**src/rtl/csim_pkg.sv**
```systemverilog
// ----------------------------------------------------------------------------
// csim_pkg: shared constants and types of the cosine similarity engine
// Widths of the accumulators, the job record between front and back, and
// the sizes of the divide/square-root search.
// ----------------------------------------------------------------------------
`default_nettype none

package csim_pkg;

   localparam int MAX_LENGTH = 1024;
   localparam int CNT_W      = $clog2(MAX_LENGTH + 2);

   localparam int DOT_W   = 42;
   localparam int NORM_W  = 41;
   localparam int MAG_W   = 42;
   localparam int MUL_W   = 2 * MAG_W;
   localparam int MULC_W  = $clog2(MAG_W + 1);
   localparam int WIDE_W  = 116;
   localparam int RES_W   = 16;
   localparam int STEP_W  = 4;
   localparam int FIFO_DEPTH = 2;
   localparam int LVL_W   = $clog2(FIFO_DEPTH + 1);

   typedef struct packed {
      logic signed [DOT_W-1:0] dot;
      logic [NORM_W-1:0]       norm_a;
      logic [NORM_W-1:0]       norm_b;
      logic                    ovf;
   } csim_job_type;

endpackage

`default_nettype wire

```
**src/rtl/csim_ifs.sv**
```systemverilog
// ----------------------------------------------------------------------------
// csim_ifs: stream channels of the cosine similarity engine
// Valid/ready channels for element pairs and for similarity results.
// ----------------------------------------------------------------------------
`default_nettype none

interface csim_req_if;
   logic               valid;
   logic               ready;
   logic signed [15:0] elem_a;
   logic signed [15:0] elem_b;
   logic               last_elem;
   modport source (output valid, output elem_a, output elem_b, output last_elem,
                   input ready);
   modport sink   (input valid, input elem_a, input elem_b, input last_elem,
                   output ready);
endinterface

interface csim_rsp_if;
   logic               valid;
   logic               ready;
   logic signed [15:0] similarity;
   logic               zero_norm;
   logic               length_overflow;
   modport source (output valid, output similarity, output zero_norm,
                   output length_overflow, input ready);
   modport sink   (input valid, input similarity, input zero_norm,
                   input length_overflow, output ready);
endinterface

`default_nettype wire

```
**src/rtl/csim_front.sv**
```systemverilog
// ----------------------------------------------------------------------------
// csim_front: multiply-accumulate front end
// Takes a pair per cycle while the job queue has room, squares and multiplies
// in one stage, accumulates saturating in the next; a last pair emits a job.
// ----------------------------------------------------------------------------
`default_nettype none

module csim_front (
   input  wire                          clock,
   input  wire                          reset,
   csim_req_if.sink                     req,
   input  wire [csim_pkg::LVL_W-1:0]    fifo_level,
   output logic                         job_push,
   output csim_pkg::csim_job_type       job_data
);
   import csim_pkg::*;

   logic                     s1_valid_ff, s1_valid_in;
   logic                     s1_last_ff;
   logic signed [31:0]       prod_ab_ff;
   logic [30:0]              sq_a_ff;
   logic [30:0]              sq_b_ff;
   logic signed [DOT_W-1:0]  dot_ff, dot_in;
   logic [NORM_W-1:0]        na_ff, na_in;
   logic [NORM_W-1:0]        nb_ff, nb_in;
   logic [CNT_W-1:0]         cnt_ff, cnt_in;
   logic signed [DOT_W:0]    dot_sum;
   logic [NORM_W:0]          na_sum;
   logic [NORM_W:0]          nb_sum;
   logic signed [DOT_W-1:0]  dot_sat;
   logic [NORM_W-1:0]        na_sat;
   logic [NORM_W-1:0]        nb_sat;
   logic [CNT_W-1:0]         cnt_next;
   logic                     accept;
   logic [LVL_W:0]           reserved;

   localparam logic signed [DOT_W:0] DotMax = (DOT_W+1)'((64'sd1 <<< (DOT_W-1)) - 1);
   localparam logic signed [DOT_W:0] DotMin = -DotMax - 1;

   // A last pair still in the product stage holds a queue slot in reserve.
   assign reserved  = {1'b0, fifo_level} + (LVL_W+1)'(s1_valid_ff & s1_last_ff);
   assign req.ready = reserved < (LVL_W+1)'(FIFO_DEPTH);
   assign accept    = req.valid & req.ready;
   assign s1_valid_in = accept;

   always_ff @(posedge clock) begin
      if (accept) begin
         s1_last_ff <= req.last_elem;
         prod_ab_ff <= req.elem_a * req.elem_b;
         sq_a_ff    <= 31'(req.elem_a * req.elem_a);
         sq_b_ff    <= 31'(req.elem_b * req.elem_b);
      end
   end

   always_comb begin
      dot_sum = {dot_ff[DOT_W-1], dot_ff} + (DOT_W+1)'(prod_ab_ff);
      if (dot_sum > DotMax) begin
         dot_sat = DotMax[DOT_W-1:0];
      end else if (dot_sum < DotMin) begin
         dot_sat = DotMin[DOT_W-1:0];
      end else begin
         dot_sat = dot_sum[DOT_W-1:0];
      end
      na_sum = {1'b0, na_ff} + (NORM_W+1)'(sq_a_ff);
      nb_sum = {1'b0, nb_ff} + (NORM_W+1)'(sq_b_ff);
      na_sat = na_sum[NORM_W] ? '1 : na_sum[NORM_W-1:0];
      nb_sat = nb_sum[NORM_W] ? '1 : nb_sum[NORM_W-1:0];
      cnt_next = (cnt_ff <= CNT_W'(MAX_LENGTH)) ? cnt_ff + 1'b1 : cnt_ff;

      job_push        = s1_valid_ff & s1_last_ff;
      job_data.dot    = dot_sat;
      job_data.norm_a = na_sat;
      job_data.norm_b = nb_sat;
      job_data.ovf    = cnt_next > CNT_W'(MAX_LENGTH);

      dot_in = dot_ff;
      na_in  = na_ff;
      nb_in  = nb_ff;
      cnt_in = cnt_ff;
      if (s1_valid_ff) begin
         if (s1_last_ff) begin
            dot_in = '0;
            na_in  = '0;
            nb_in  = '0;
            cnt_in = '0;
         end else begin
            dot_in = dot_sat;
            na_in  = na_sat;
            nb_in  = nb_sat;
            cnt_in = cnt_next;
         end
      end
   end

   always_ff @(posedge clock) begin
      if (reset) begin
         s1_valid_ff <= 1'b0;
         dot_ff      <= '0;
         na_ff       <= '0;
         nb_ff       <= '0;
         cnt_ff      <= '0;
      end else begin
         s1_valid_ff <= s1_valid_in;
         dot_ff      <= dot_in;
         na_ff       <= na_in;
         nb_ff       <= nb_in;
         cnt_ff      <= cnt_in;
      end
   end

endmodule

`default_nettype wire

```
**src/rtl/csim_fifo.sv**
```systemverilog
// ----------------------------------------------------------------------------
// csim_fifo: job queue between front and back
// Two-entry register queue of finished accumulations.
// ----------------------------------------------------------------------------
`default_nettype none

module csim_fifo (
   input  wire                          clock,
   input  wire                          reset,
   input  wire                          push,
   input  csim_pkg::csim_job_type       push_data,
   input  wire                          pop,
   output logic                         pop_valid,
   output csim_pkg::csim_job_type       pop_data,
   output logic [csim_pkg::LVL_W-1:0]   level
);
   import csim_pkg::*;

   csim_job_type      mem_ff [FIFO_DEPTH];
   logic              wr_ptr_ff, wr_ptr_in;
   logic              rd_ptr_ff, rd_ptr_in;
   logic [LVL_W-1:0]  level_ff, level_in;
   logic              do_pop;

   assign do_pop    = pop & (level_ff != '0);
   assign pop_valid = level_ff != '0;
   assign pop_data  = mem_ff[rd_ptr_ff];
   assign level     = level_ff;

   always_comb begin
      wr_ptr_in = push ? ~wr_ptr_ff : wr_ptr_ff;
      rd_ptr_in = do_pop ? ~rd_ptr_ff : rd_ptr_ff;
      level_in  = level_ff + LVL_W'(push) - LVL_W'(do_pop);
   end

   always_ff @(posedge clock) begin
      if (push) begin
         mem_ff[wr_ptr_ff] <= push_data;
      end
   end

   always_ff @(posedge clock) begin
      if (reset) begin
         wr_ptr_ff <= 1'b0;
         rd_ptr_ff <= 1'b0;
         level_ff  <= '0;
      end else begin
         wr_ptr_ff <= wr_ptr_in;
         rd_ptr_ff <= rd_ptr_in;
         level_ff  <= level_in;
      end
   end

   a_no_overflow: assert property (@(posedge clock) disable iff (reset)
      level_ff == LVL_W'(FIFO_DEPTH) |-> !push || do_pop)
      else $error("job pushed into a full queue");
   a_level_bound: assert property (@(posedge clock) disable iff (reset)
      level_ff <= LVL_W'(FIFO_DEPTH))
      else $error("queue level out of range");
   a_ptr_agree: assert property (@(posedge clock) disable iff (reset)
      level_ff == '0 |-> wr_ptr_ff == rd_ptr_ff)
      else $error("empty queue with unequal pointers");

endmodule

`default_nettype wire

```
**src/rtl/csim_back.sv**
```systemverilog
// ----------------------------------------------------------------------------
// csim_back: similarity sequencer
// Forms normA*normB and dot^2 on a shift-add multiplier, then finds the
// quotient of the square root bit by bit, and holds the result for output.
// ----------------------------------------------------------------------------
`default_nettype none

module csim_back (
   input  wire                          clock,
   input  wire                          reset,
   input  wire                          job_valid,
   input  csim_pkg::csim_job_type       job_data,
   output logic                         job_pop,
   csim_rsp_if.source                   rsp
);
   import csim_pkg::*;

   localparam logic [2:0] ST_IDLE = 3'd0;
   localparam logic [2:0] ST_MULP = 3'd1;
   localparam logic [2:0] ST_MULR = 3'd2;
   localparam logic [2:0] ST_SRCH = 3'd3;
   localparam logic [2:0] ST_DONE = 3'd4;

   logic [2:0]          state_ff, state_in;
   logic [MUL_W-1:0]    mc_ff, mc_in;
   logic [MAG_W-1:0]    mp_ff, mp_in;
   logic [MUL_W-1:0]    acc_ff, acc_in;
   logic [MULC_W-1:0]   mcnt_ff, mcnt_in;
   logic [MAG_W-1:0]    mag_ff, mag_in;
   logic                neg_ff, neg_in;
   logic                zero_ff, zero_in;
   logic                ovf_ff, ovf_in;
   logic [WIDE_W-1:0]   p_ff, p_in;
   logic [WIDE_W-1:0]   r_ff, r_in;
   logic [WIDE_W-1:0]   s_ff, s_in;
   logic [WIDE_W-1:0]   a_ff, a_in;
   logic [WIDE_W-1:0]   b_ff, b_in;
   logic [STEP_W-1:0]   k_ff, k_in;
   logic [RES_W-1:0]    res_ff, res_in;
   logic                out_valid_ff, out_valid_in;
   logic signed [RES_W-1:0] out_sim_ff, out_sim_in;
   logic                out_zero_ff, out_zero_in;
   logic                out_ovf_ff, out_ovf_in;
   logic [WIDE_W-1:0]   cand;
   logic                take;
   logic [WIDE_W-1:0]   a_upd;
   logic [MUL_W-1:0]    acc_add;
   logic                mul_last;
   logic                out_free;

   assign rsp.valid           = out_valid_ff;
   assign rsp.similarity      = out_sim_ff;
   assign rsp.zero_norm       = out_zero_ff;
   assign rsp.length_overflow = out_ovf_ff;

   assign out_free = !out_valid_ff || rsp.ready;
   assign job_pop  = (state_ff == ST_IDLE) && job_valid;

   always_comb begin
      acc_add  = acc_ff + (mp_ff[0] ? mc_ff : '0);
      mul_last = mcnt_ff == MULC_W'(MAG_W - 1);
      cand     = s_ff + a_ff + b_ff;
      take     = (cand <= r_ff) && !res_ff[RES_W-1];
      a_upd    = take ? a_ff + (b_ff << 1) : a_ff;

      state_in = state_ff;
      mc_in    = mc_ff;
      mp_in    = mp_ff;
      acc_in   = acc_ff;
      mcnt_in  = mcnt_ff;
      mag_in   = mag_ff;
      neg_in   = neg_ff;
      zero_in  = zero_ff;
      ovf_in   = ovf_ff;
      p_in     = p_ff;
      r_in     = r_ff;
      s_in     = s_ff;
      a_in     = a_ff;
      b_in     = b_ff;
      k_in     = k_ff;
      res_in   = res_ff;
      out_valid_in = out_valid_ff && !rsp.ready;
      out_sim_in   = out_sim_ff;
      out_zero_in  = out_zero_ff;
      out_ovf_in   = out_ovf_ff;

      case (state_ff)
         ST_IDLE: begin
            if (job_valid) begin
               neg_in  = job_data.dot < 0;
               mag_in  = job_data.dot < 0 ? MAG_W'(-job_data.dot) : MAG_W'(job_data.dot);
               zero_in = (job_data.norm_a == '0) || (job_data.norm_b == '0);
               ovf_in  = job_data.ovf;
               res_in  = '0;
               mc_in   = MUL_W'(job_data.norm_a);
               mp_in   = MAG_W'(job_data.norm_b);
               acc_in  = '0;
               mcnt_in = '0;
               state_in = ((job_data.norm_a == '0) || (job_data.norm_b == '0))
                          ? ST_DONE : ST_MULP;
            end
         end
         ST_MULP: begin
            acc_in  = acc_add;
            mc_in   = mc_ff << 1;
            mp_in   = mp_ff >> 1;
            mcnt_in = mcnt_ff + 1'b1;
            if (mul_last) begin
               p_in     = WIDE_W'(acc_add);
               mc_in    = MUL_W'(mag_ff);
               mp_in    = mag_ff;
               acc_in   = '0;
               mcnt_in  = '0;
               state_in = ST_MULR;
            end
         end
         ST_MULR: begin
            acc_in  = acc_add;
            mc_in   = mc_ff << 1;
            mp_in   = mp_ff >> 1;
            mcnt_in = mcnt_ff + 1'b1;
            if (mul_last) begin
               r_in     = WIDE_W'(acc_add) << 30;
               s_in     = '0;
               a_in     = '0;
               b_in     = p_ff << 30;
               k_in     = STEP_W'(RES_W - 1);
               state_in = ST_SRCH;
            end
         end
         ST_SRCH: begin
            // s is r^2*P, a is r*P<<(k+1), b is P<<2k for the current bit k.
            if (take) begin
               s_in   = cand;
               res_in = res_ff | (RES_W'(1) << k_ff);
            end
            a_in = a_upd >> 1;
            b_in = b_ff >> 2;
            k_in = k_ff - 1'b1;
            if (k_ff == '0) begin
               state_in = ST_DONE;
            end
         end
         ST_DONE: begin
            if (out_free) begin
               out_valid_in = 1'b1;
               out_zero_in  = zero_ff;
               out_ovf_in   = ovf_ff;
               if (zero_ff) begin
                  out_sim_in = '0;
               end else if (neg_ff) begin
                  out_sim_in = -$signed(res_ff);
               end else if (res_ff[RES_W-1]) begin
                  out_sim_in = RES_W'(16'sd32767);
               end else begin
                  out_sim_in = $signed(res_ff);
               end
               state_in = ST_IDLE;
            end
         end
         default: begin
            state_in = ST_IDLE;
         end
      endcase
   end

   always_ff @(posedge clock) begin
      mc_ff   <= mc_in;
      mp_ff   <= mp_in;
      acc_ff  <= acc_in;
      mcnt_ff <= mcnt_in;
      mag_ff  <= mag_in;
      neg_ff  <= neg_in;
      zero_ff <= zero_in;
      ovf_ff  <= ovf_in;
      p_ff    <= p_in;
      r_ff    <= r_in;
      s_ff    <= s_in;
      a_ff    <= a_in;
      b_ff    <= b_in;
      k_ff    <= k_in;
      res_ff  <= res_in;
      out_sim_ff  <= out_sim_in;
      out_zero_ff <= out_zero_in;
      out_ovf_ff  <= out_ovf_in;
   end

   always_ff @(posedge clock) begin
      if (reset) begin
         state_ff     <= ST_IDLE;
         out_valid_ff <= 1'b0;
      end else begin
         state_ff     <= state_in;
         out_valid_ff <= out_valid_in;
      end
   end

   a_zero_result: assert property (@(posedge clock) disable iff (reset)
      out_valid_ff && out_zero_ff |-> out_sim_ff == '0)
      else $error("zero norm result is not zero");
   a_res_cap: assert property (@(posedge clock) disable iff (reset)
      state_ff == ST_SRCH && res_ff[RES_W-1] |-> res_ff[RES_W-2:0] == '0)
      else $error("quotient search exceeded full scale");
   a_search_le: assert property (@(posedge clock) disable iff (reset)
      state_ff == ST_SRCH |-> s_ff <= r_ff)
      else $error("accepted square exceeds bound");
   a_pop_idle: assert property (@(posedge clock) disable iff (reset)
      job_pop |=> state_ff != ST_SRCH)
      else $error("job taken while busy");

endmodule

`default_nettype wire

```
**src/rtl/cosine_similarity_engine.sv**
```systemverilog
// ----------------------------------------------------------------------------
// cosine_similarity_engine: streaming cosine similarity of two vectors
// Accumulates dot product and sums of squares and returns the Q1.15 cosine.
// ----------------------------------------------------------------------------
// The engine takes one element pair per transaction on the request channel,
// one transaction every clock cycle while ready is high, and accumulates the
// dot product and the two sums of squares exactly with saturation. The pair
// marked last_elem closes the vectors and queues a job. The pair then passes
// the product stage and the job queue; the sequencer takes the job, runs two
// passes of the shift-add multiplier that form normA*normB and dot^2, then a
// bit-by-bit quotient search, and loads the output register, where the
// response transaction carrying the similarity becomes valid. A zero vector
// skips the arithmetic. The sequencer works on one vector at a time, and
// that sets the throughput of vectors. For vectors long enough that the
// sequencer keeps up, the request side streams without a stall, and two
// finished vectors can wait in the job queue. Shorter vectors stall the
// request side once the queue is full. A result of exactly +1.0 reads as
// 32767, a zero vector gives 0 with zero_norm set, and more than
// MAX_LENGTH pairs set length_overflow.
// ----------------------------------------------------------------------------
`default_nettype none

module cosine_similarity_engine (
   input  wire         clock,
   input  wire         reset,
   csim_req_if.sink    req_chan,
   csim_rsp_if.source  rsp_chan
);
   import csim_pkg::*;

   logic              job_push;
   csim_job_type      job_push_data;
   logic              job_pop;
   logic              job_valid;
   csim_job_type      job_data;
   logic [LVL_W-1:0]  fifo_level;

   csim_front u_front (
      .clock      (clock),
      .reset      (reset),
      .req        (req_chan),
      .fifo_level (fifo_level),
      .job_push   (job_push),
      .job_data   (job_push_data)
   );

   csim_fifo u_fifo (
      .clock     (clock),
      .reset     (reset),
      .push      (job_push),
      .push_data (job_push_data),
      .pop       (job_pop),
      .pop_valid (job_valid),
      .pop_data  (job_data),
      .level     (fifo_level)
   );

   csim_back u_back (
      .clock     (clock),
      .reset     (reset),
      .job_valid (job_valid),
      .job_data  (job_data),
      .job_pop   (job_pop),
      .rsp       (rsp_chan)
   );

endmodule

`default_nettype wire
```
**src/flat_wrapper.sv**
```systemverilog
// flat-port wrapper written by rule: the top's interface ports become plain ports
module cosine_similarity_engine_flat import csim_pkg::*;
  (clock, reset, req_chan_valid, req_chan_elem_a, req_chan_elem_b, req_chan_last_elem, req_chan_ready, rsp_chan_valid, rsp_chan_similarity, rsp_chan_zero_norm, rsp_chan_length_overflow, rsp_chan_ready);
  csim_req_if req_chan_i ();
  csim_rsp_if rsp_chan_i ();
  input  wire clock;
  input  wire reset;
  input wire logic [$bits(req_chan_i.valid)-1:0] req_chan_valid;
  input wire logic [$bits(req_chan_i.elem_a)-1:0] req_chan_elem_a;
  input wire logic [$bits(req_chan_i.elem_b)-1:0] req_chan_elem_b;
  input wire logic [$bits(req_chan_i.last_elem)-1:0] req_chan_last_elem;
  output wire logic [$bits(req_chan_i.ready)-1:0] req_chan_ready;
  output wire logic [$bits(rsp_chan_i.valid)-1:0] rsp_chan_valid;
  output wire logic [$bits(rsp_chan_i.similarity)-1:0] rsp_chan_similarity;
  output wire logic [$bits(rsp_chan_i.zero_norm)-1:0] rsp_chan_zero_norm;
  output wire logic [$bits(rsp_chan_i.length_overflow)-1:0] rsp_chan_length_overflow;
  input wire logic [$bits(rsp_chan_i.ready)-1:0] rsp_chan_ready;
  assign req_chan_i.valid = req_chan_valid;
  assign req_chan_i.elem_a = req_chan_elem_a;
  assign req_chan_i.elem_b = req_chan_elem_b;
  assign req_chan_i.last_elem = req_chan_last_elem;
  assign req_chan_ready = req_chan_i.ready;
  assign rsp_chan_valid = rsp_chan_i.valid;
  assign rsp_chan_similarity = rsp_chan_i.similarity;
  assign rsp_chan_zero_norm = rsp_chan_i.zero_norm;
  assign rsp_chan_length_overflow = rsp_chan_i.length_overflow;
  assign rsp_chan_i.ready = rsp_chan_ready;
  cosine_similarity_engine u_core (.clock(clock), .reset(reset), .req_chan(req_chan_i), .rsp_chan(rsp_chan_i));
endmodule
```
**config.mk**
```make
export PLATFORM = sky130hd
export DESIGN_NAME = cosine_similarity_engine_flat
export DESIGN_NICKNAME = d
export VERILOG_FILES = /design/src/rtl/csim_pkg.sv /design/src/rtl/csim_ifs.sv /design/src/rtl/csim_front.sv /design/src/rtl/csim_fifo.sv /design/src/rtl/csim_back.sv /design/src/rtl/cosine_similarity_engine.sv /design/src/flat_wrapper.sv
export SDC_FILE = /design/constraint.sdc
export NUM_CORES = 2
export LEC_CHECK = 0
export BUFFER_PORTS_ARGS = -buffer_cell sky130_fd_sc_hd__buf_4
export CAP_MARGIN = 10
export CORE_UTILIZATION = 45
export CTS_CLUSTER_DIAMETER = 30
export CTS_CLUSTER_SIZE = 20
export DETAILED_ROUTE_END_ITERATION = 16
export GPL_ROUTABILITY_DRIVEN = 1
export PLACE_DENSITY = 0.66
export SETUP_SLACK_MARGIN = 0.05
export SLEW_MARGIN = 15
export SYNTH_ARGS = -nofsm -noshare
export SYNTH_HDL_FRONTEND = slang
export SYNTH_SLANG_ARGS = --single-unit
```
**constraint.sdc**
```tcl
create_clock -name clock -period 42.1 [get_ports clock]
set_input_delay 8.42 -clock clock [delete_from_list [all_inputs] [get_ports clock]]
set_output_delay 8.42 -clock clock [all_outputs]
set_load 0.01 [all_outputs]
```
After elaboration in Yosys (flattened, before gate mapping)
Memories as Yosys holds them, arrays and structs flattened. A register that Yosys moved wholly into a read port is not among the register bits.
Index checks and enable logic that the tools add are counted.

storage, ports and cells
  bits in writable memories = 250
  flip-flop bits (word level) = 1054
  memories = 1
  input bits = 37
  word-level logic and storage cells = 152

memory list
  name                  depth  bits a word  read ports  clocked after Yosys merged registers in  wr ports  RTL line         RTL
  u_core.u_fifo.mem_ff  2      125          1           1                                        1         csim_fifo.sv:19  csim_job_type mem_ff [FIFO_DEPTH];

operators by class
  magnitude comparators = 7
  muxes and demuxes = 50
  add/subtract/negate cells = 15
  $mul = 3
  shifts and indexed selects = 1
  reduce and logical (&&, ||, !) cells = 25
  bitwise gates (word level) = 7
  eq/ne operators = 11

operators with widths
  kind                    count
  $pmux W116 S2           3
  $pmux W84 S3            2
  $mux W116               4
  $mux W84                5
  $add A116 B116 Y116     3
  $mux W42                6
  $mux W41                4
  $pmux W42 S3            1
  $le A116 B114 Y1        1
  $add A41 B31 Y42        2
  $add A84 B84 Y84        1
  $logic_not A41 Y1       2
  $mul A16 B16 Y31        2
  $mux W16                3
  $add A42 B32 Y43        1
  $gt A43 B42 Y1 const B  1
  $lt A43 B42 Y1 const B  1
  $lt A42 B1 Y1 const B   1
  $neg A42 Y42            1
  $mul A16 B16 Y32        1
  $pmux W16 S2            1
  $mux W11                2
  $mux W3                 6
  $pmux W6 S3             1
  other kinds (35)        64

Depth between registers and ports, before layout
  depth in word-level cells = 6
  mapped depth = 36

Modules after synthesis
From an unflattened synthesis, not the netlist that was laid out.

unflattened totals
  cells, all modules = 10894
  area total of the unflattened synthesis = 109065.9 sq um

modules (own cells, without submodules)
  module      sequential area each (sq um)  instances  area an instance (sq um)  cells an instance
  csim_back   24463.5                       1          57403.8                   5702
  csim_front  5515.3                        1          42209.2                   4781
  csim_fifo   7607.3                        1          9452.8                    411

Worst setup path before layout
Ideal clock, no wire load.

  path kind = reg-to-reg
  start point = register u_core.u_back.state_ff[0]
  end point = register u_core.u_back.acc_ff[0] (enable)
  stages on the path, launching flop included = 4
  slack = 24474 ps
  required time = 40989 ps
  setup time = 1111 ps
  arrival time = 16515 ps
  period minus slack after synthesis = 17626 ps
  cell sequence = dfxtp_1 -> clkbuf_1 -> nor2_1 -> a211oi_1

on the way
  longest elaborated chain between the ends = 3
  elaborated cells between the ends (all ways) = 6
  classes of those cells = 3 x eq/ne; 3 x reduce/logical

RTL lines
  element                                                       RTL line          RTL
  start: declaration                                            csim_back.sv:24   logic [2:0] state_ff, state_in;
  start signal: assignment                                      csim_back.sv:193  state_ff <= state_in;
  $eq A3 B2 Y1, or another cell as far along                    csim_back.sv:87   case (state_ff)
  $reduce_bool A3 Y1 (no line) or $ne A2 B2 Y1 (tied branches)  --
  $reduce_and A2 Y1 (no line) *                                 --
  end signal: assignment                                        csim_back.sv:170  acc_ff <= acc_in;
  end: declaration                                              csim_back.sv:27   logic [MUL_W-1:0] acc_ff, acc_in;

Every way passes the cells marked *; elsewhere a longest branch is shown, timed or not.
A chain may end at the register's enable or synchronous reset.

Final worst setup path
  start point = input port req_chan_elem_b[3]
  end point = register u_core.u_front.prod_ab_ff[31], data pin

on the way
  longest elaborated chain between the ends = 1

RTL lines
  element                 RTL line            RTL
  start: declaration      flat_wrapper.sv:10  input wire logic [$bits(req_chan_i.elem_b)-1:0] req_chan_elem_b;
  $mul A16 B16 Y32        csim_front.sv:49    prod_ab_ff <= req.elem_a * req.elem_b;
  end signal: assignment  csim_front.sv:49
  end: declaration        csim_front.sv:20    logic signed [31:0] prod_ab_ff;

Every way passes these cells.

==> summary.md <==
| Metric | Value |
|---|---|
| Worst endpoint required time | 42.75 ns |
| Overflow left after global routing | 0 |
| Post-detail-place hpwl | 201000 µm |
| Fraction of layout instances using a drive strength above 1 | under 10% |
| Syn-to-layout area delta | 13.0% |
| Worst vdd rail ir drop | 0.109 mV |
| Ys async rst share | 0% |
| Avg Vias per Cell | approximately 5.6 |
| Unrepaired setup endpoints after global routing | false |
| Height of the chip | between 400 and 500 µm |
| Kind of cell with the highest combined delay on the critical path | adder cells |
| Most used cell along the critical path | sky130_fd_sc_hd__fa_1 |
| Yosys warning total | 0 |
| Deepest clock path buffer count | 4 |
| Critical path buffer and inverter count | 5 |
| Synth Area in Adders | approximately 25% |
| Multiplexer fraction of the synthesized cell area | under 10% |
| Initial core utilization | 45.2% |
| Arrival time of data at the critical path endpoint | around 16 ns |
| Number of filler instances in the final layout | 20600 |
| Share of synthesized cell area in and, or, nand and nor gates | between 10 and 15% |
| Biggest area contributors in the synthesized netlist | sky130_fd_sc_hd__edfxtp_1 (33%), sky130_fd_sc_hd__fa_1 (16%), sky130_fd_sc_hd__ha_1 (9.1%) |
| Initial antenna violation count | 0 |
| Most repeated cell in the gate-level netlist after synthesis | sky130_fd_sc_hd__edfxtp_1 |
| Transition time at the pin with the least slew margin | 1.19 ns |
| CTS tree | yes |
| Core Box Area | between 200000 and 250000 µm² |
| MaxCap Viol Count | 0 |
| Cell count after placement | 13000 |
| Run status | finished, final reports clean |
| Series of cell instances along the critical path | buf_4 -> clkinv_1 -> nor2_1 -> fa_1 -> fa_1 -> inv_1 -> fa_1 -> inv_1 -> fa_1 -> fa_1 -> fa_1 -> ha_1 -> inv_1 -> o21bai_1 -> a21oi_1 -> nor2b_1 -> o21ai_0 -> nand2b_1 -> a21oi_1 -> o31ai_1 -> a211oi_1 -> o21bai_1 -> a21oi_1 -> xnor2_1 |
| Combined flip-flop and latch cell area | 37600 µm² |
| Number of sinks driven by the clock tree | 1300 |
| Overall routed net length | approximately 270000 µm |
| Post-CTS repair timing setup buffer count | 0 |
| Sequential cell area fraction in the yosys report | 35.7% |
| FF-to-FF path depth | 33 |
| Number of enable-type register cells in the synthesized netlist | ~1200 |
| Average wire length per cell after detail routing | about 20 µm |
| Multi-input gate area | between 60000 and 70000 µm² |
| Type of element launching the critical path | input pin |
| Clk slew on worst S/H paths | 0.04 ns |
| Clock root cell | sky130_fd_sc_hd__clkbuf_16 |
| Leading post-synthesis cells by instance count | sky130_fd_sc_hd__edfxtp_1 (1155), sky130_fd_sc_hd__nand2_1 (1093), sky130_fd_sc_hd__inv_1 (1064) |
| Worst hold margin | around 0.44 ns |
| Post-cts hold buffer count | 0 |
| Via count of the first global-routing pass | around 80000 |
| Final Hold Viols | 0 |
| Top flip-flop cell by instance count after synthesis | sky130_fd_sc_hd__edfxtp_1 |
| Power consumption | about 10000 µW |
| Final setup violation count | 0 |
| Worst skew pair latency | 0.94 ns |
| Final setup TNS | 0 ns |
| Count of unresolved DRC violations after routing | 0 |
| Cell count of the worst hold path | 0 |
| DRT antenna net count | 0 |
| Horiz. Die Dim | roughly 490 µm |
| Crit share post-route | a little over a third |
| Placer congestion estimate | ~0.9 |
| Post-synthesis cell type with the largest combined area | sky130_fd_sc_hd__edfxtp_1 |
| Layout Nets | between 10000 and 15000 |
| Detailed Routing Iterations Pass 1 | 6 |
| Number of distinct library cell variants in the gate-level netlist after synthesis | around 100 |
| Via count | 76300 |
| Register bit count reported by yosys | between 1000 and 1500 |
| Worst setup path class | in2reg |
| Largest driver fanout on the critical path | 27 |
| Cell row count | between 150 and 200 |
| F_max | about 0.066 GHz |
| Parity-gate share of the synthesized area counting xor and xnor cells | roughly 4.6% |
| GRT Util Overall | a little under a quarter |
| Share of the synthesized area in the top cell type | between 30% and 40% |
| Worst clock skew on the final layout | ~0.08 ns |
| Critical path depth | 24 |
| Fraction of the mapped netlist area in compound gates | between 10% and 20% |
| Crit path largest cell delay | a little over 1 ns |
| Mapped Nets | around 12000 |
| Netlist Area Pre-Place | about 110000 µm² |
| Average cell area after synthesis | between 10 and 15 µm² |
| Total leakage power | approximately 0.050 µW |
| 1st-iter DRT viols | 5776 |
| Pin count of the biggest net entering global routing | roughly 120 |
| Overall die area | roughly 240000 µm² |
| Non-Filler Instances | around 14000 |
| Number of gates given a new drive strength after cts | 0 |
| Number of buffers created by CTS | about 310 |
| Minimum period implied by the final worst setup slack | ~15 ns |
| # port buffers | 56 |
| Main combinational cell family by area after synthesis | adder cells |
| Headroom to the max-slew limit | about a fifth |
| First-pass GRT wire length | about 430000 µm |
| Pwr Density | 83.0 nW/µm² |
| H-tree levels | 5 |
| Worst min path class | reg2reg |
| Gate Count Post-Synth | 10300 |
| Final Max Tran Viols | 0 |
| Slowest CP cell | sky130_fd_sc_hd__fa_1 |
| Critical path capture point type | register |
| Number of primary I/O pins | 57 |
-- through the flow --
| stage | cell area [µm²] | setup WS [ns] | utilization (%) |
|---|---|---|---|
| detailed placement | 108000 | 26.23 | 46.5 |
| global route | 119000 | 26.62 | 51.1 |
| CTS | 119000 | 27.17 | 51.1 |
| finish | 119000 | 27.05 | 51.1 |
| floorplan | 105000 | 24.47 | - |
| global placement | 108000 | 26.18 | 46.5 |
-- cell usage in the layout (no fill, tap or decap), types with 134 or more instances in the layout --
cell                        instances
sky130_fd_sc_hd__a21o_1           311
sky130_fd_sc_hd__fa_1             846
sky130_fd_sc_hd__clkbuf_16        322
sky130_fd_sc_hd__a21oi_1          616
sky130_fd_sc_hd__xnor2_1          356
sky130_fd_sc_hd__o21ai_0          308
sky130_fd_sc_hd__nand4_1          134
sky130_fd_sc_hd__nand2_1         1091
sky130_fd_sc_hd__xor2_1           198
sky130_fd_sc_hd__and2_1           553
sky130_fd_sc_hd__dfxtp_1          144
sky130_fd_sc_hd__nor2_1           646
sky130_fd_sc_hd__edfxtp_1        1155
sky130_fd_sc_hd__mux2i_1          218
sky130_fd_sc_hd__inv_1           1063
sky130_fd_sc_hd__ha_1             762
-- power breakdown --
group	leakage [µW]	internal, µW	switching (µW)
clock network	0.00515	1670	763
logic	0.0333	2160	3080
registers	0.0114	2070	124
total	0.0499	5910	3960
-- state kept, by name, summed over array words and instances, names as in the netlist, 2 cells and up, named ones only --
signal / cells
u_core.u_front.cnt_ff: 11
u_core.u_back.mcnt_ff: 6
u_core.u_front.nb_ff: 41
u_core.u_front.na_ff: 41
u_core.u_front.sq_b_ff: 30
u_core.u_back.a_ff: 115
u_core.u_back.state_ff: 3
u_core.u_front.prod_ab_ff: 32
u_core.u_fifo.level: 2
u_core.u_back.mc_ff: 84
u_core.u_back.rsp.similarity: 16
u_core.u_back.mp_ff: 42
u_core.u_back.acc_ff: 84
u_core.u_fifo.mem_ff: 250
u_core.u_back.k_ff: 4
u_core.u_front.dot_ff: 42
u_core.u_front.sq_a_ff: 30
u_core.u_back.res_ff: 16
u_core.u_back.p_ff: 84
u_core.u_back.mag_ff: 42
u_core.u_back.b_ff: 114
u_core.u_back.r_ff: 84
u_core.u_back.s_ff: 116
-- layout make-up --
type | instances | area share (%)
Clock buffer | 353 | 6.90
Timing Repair Buffer | 108 | 0.703
Sequential cell | 1300 | 31.6
Inverter | 1072 | 3.39
Antenna cell | 1 | 0.00211
Tap cell | 3043 | 3.20
Clock inverter | 205 | 2.06
Multi-Input combinational cell | 7523 | 52.1
-- final timing paths --
check / end / startpoint / slack, ns
setup / recovery: u_core.u_front.prod_ab_ff[31] / req_chan_elem_b[3] / 27.05
hold / removal: u_core.u_back.rsp.length_overflow / u_core.u_back.ovf_ff / 0.44
setup reg to reg: u_core.u_back.s_ff[52] / u_core.u_back.a_ff[17] / 29.21
hold reg to reg: u_core.u_back.rsp.length_overflow / u_core.u_back.ovf_ff / 0.44
-- metal layers --
metal / up-vias / GRT usage (%) / wire [µm]
met5: - / 0 / 0
met4: 0 / 9.16 / 10300
li1: 35800 / - / -
met2: 2373 / 37.3 / 126000
met3: 527 / 3.56 / 15400
met1: 37600 / 30.5 / 118000
-- logic make-up after synthesis --
logic type / after synthesis
buf+inv: 1502
mux: 226
xor+xnor: 554
fa+ha+maj: 1617
compound gates: 2055
flops: 1300
simple gates: 3071
(Power assumes the default switching activity.)
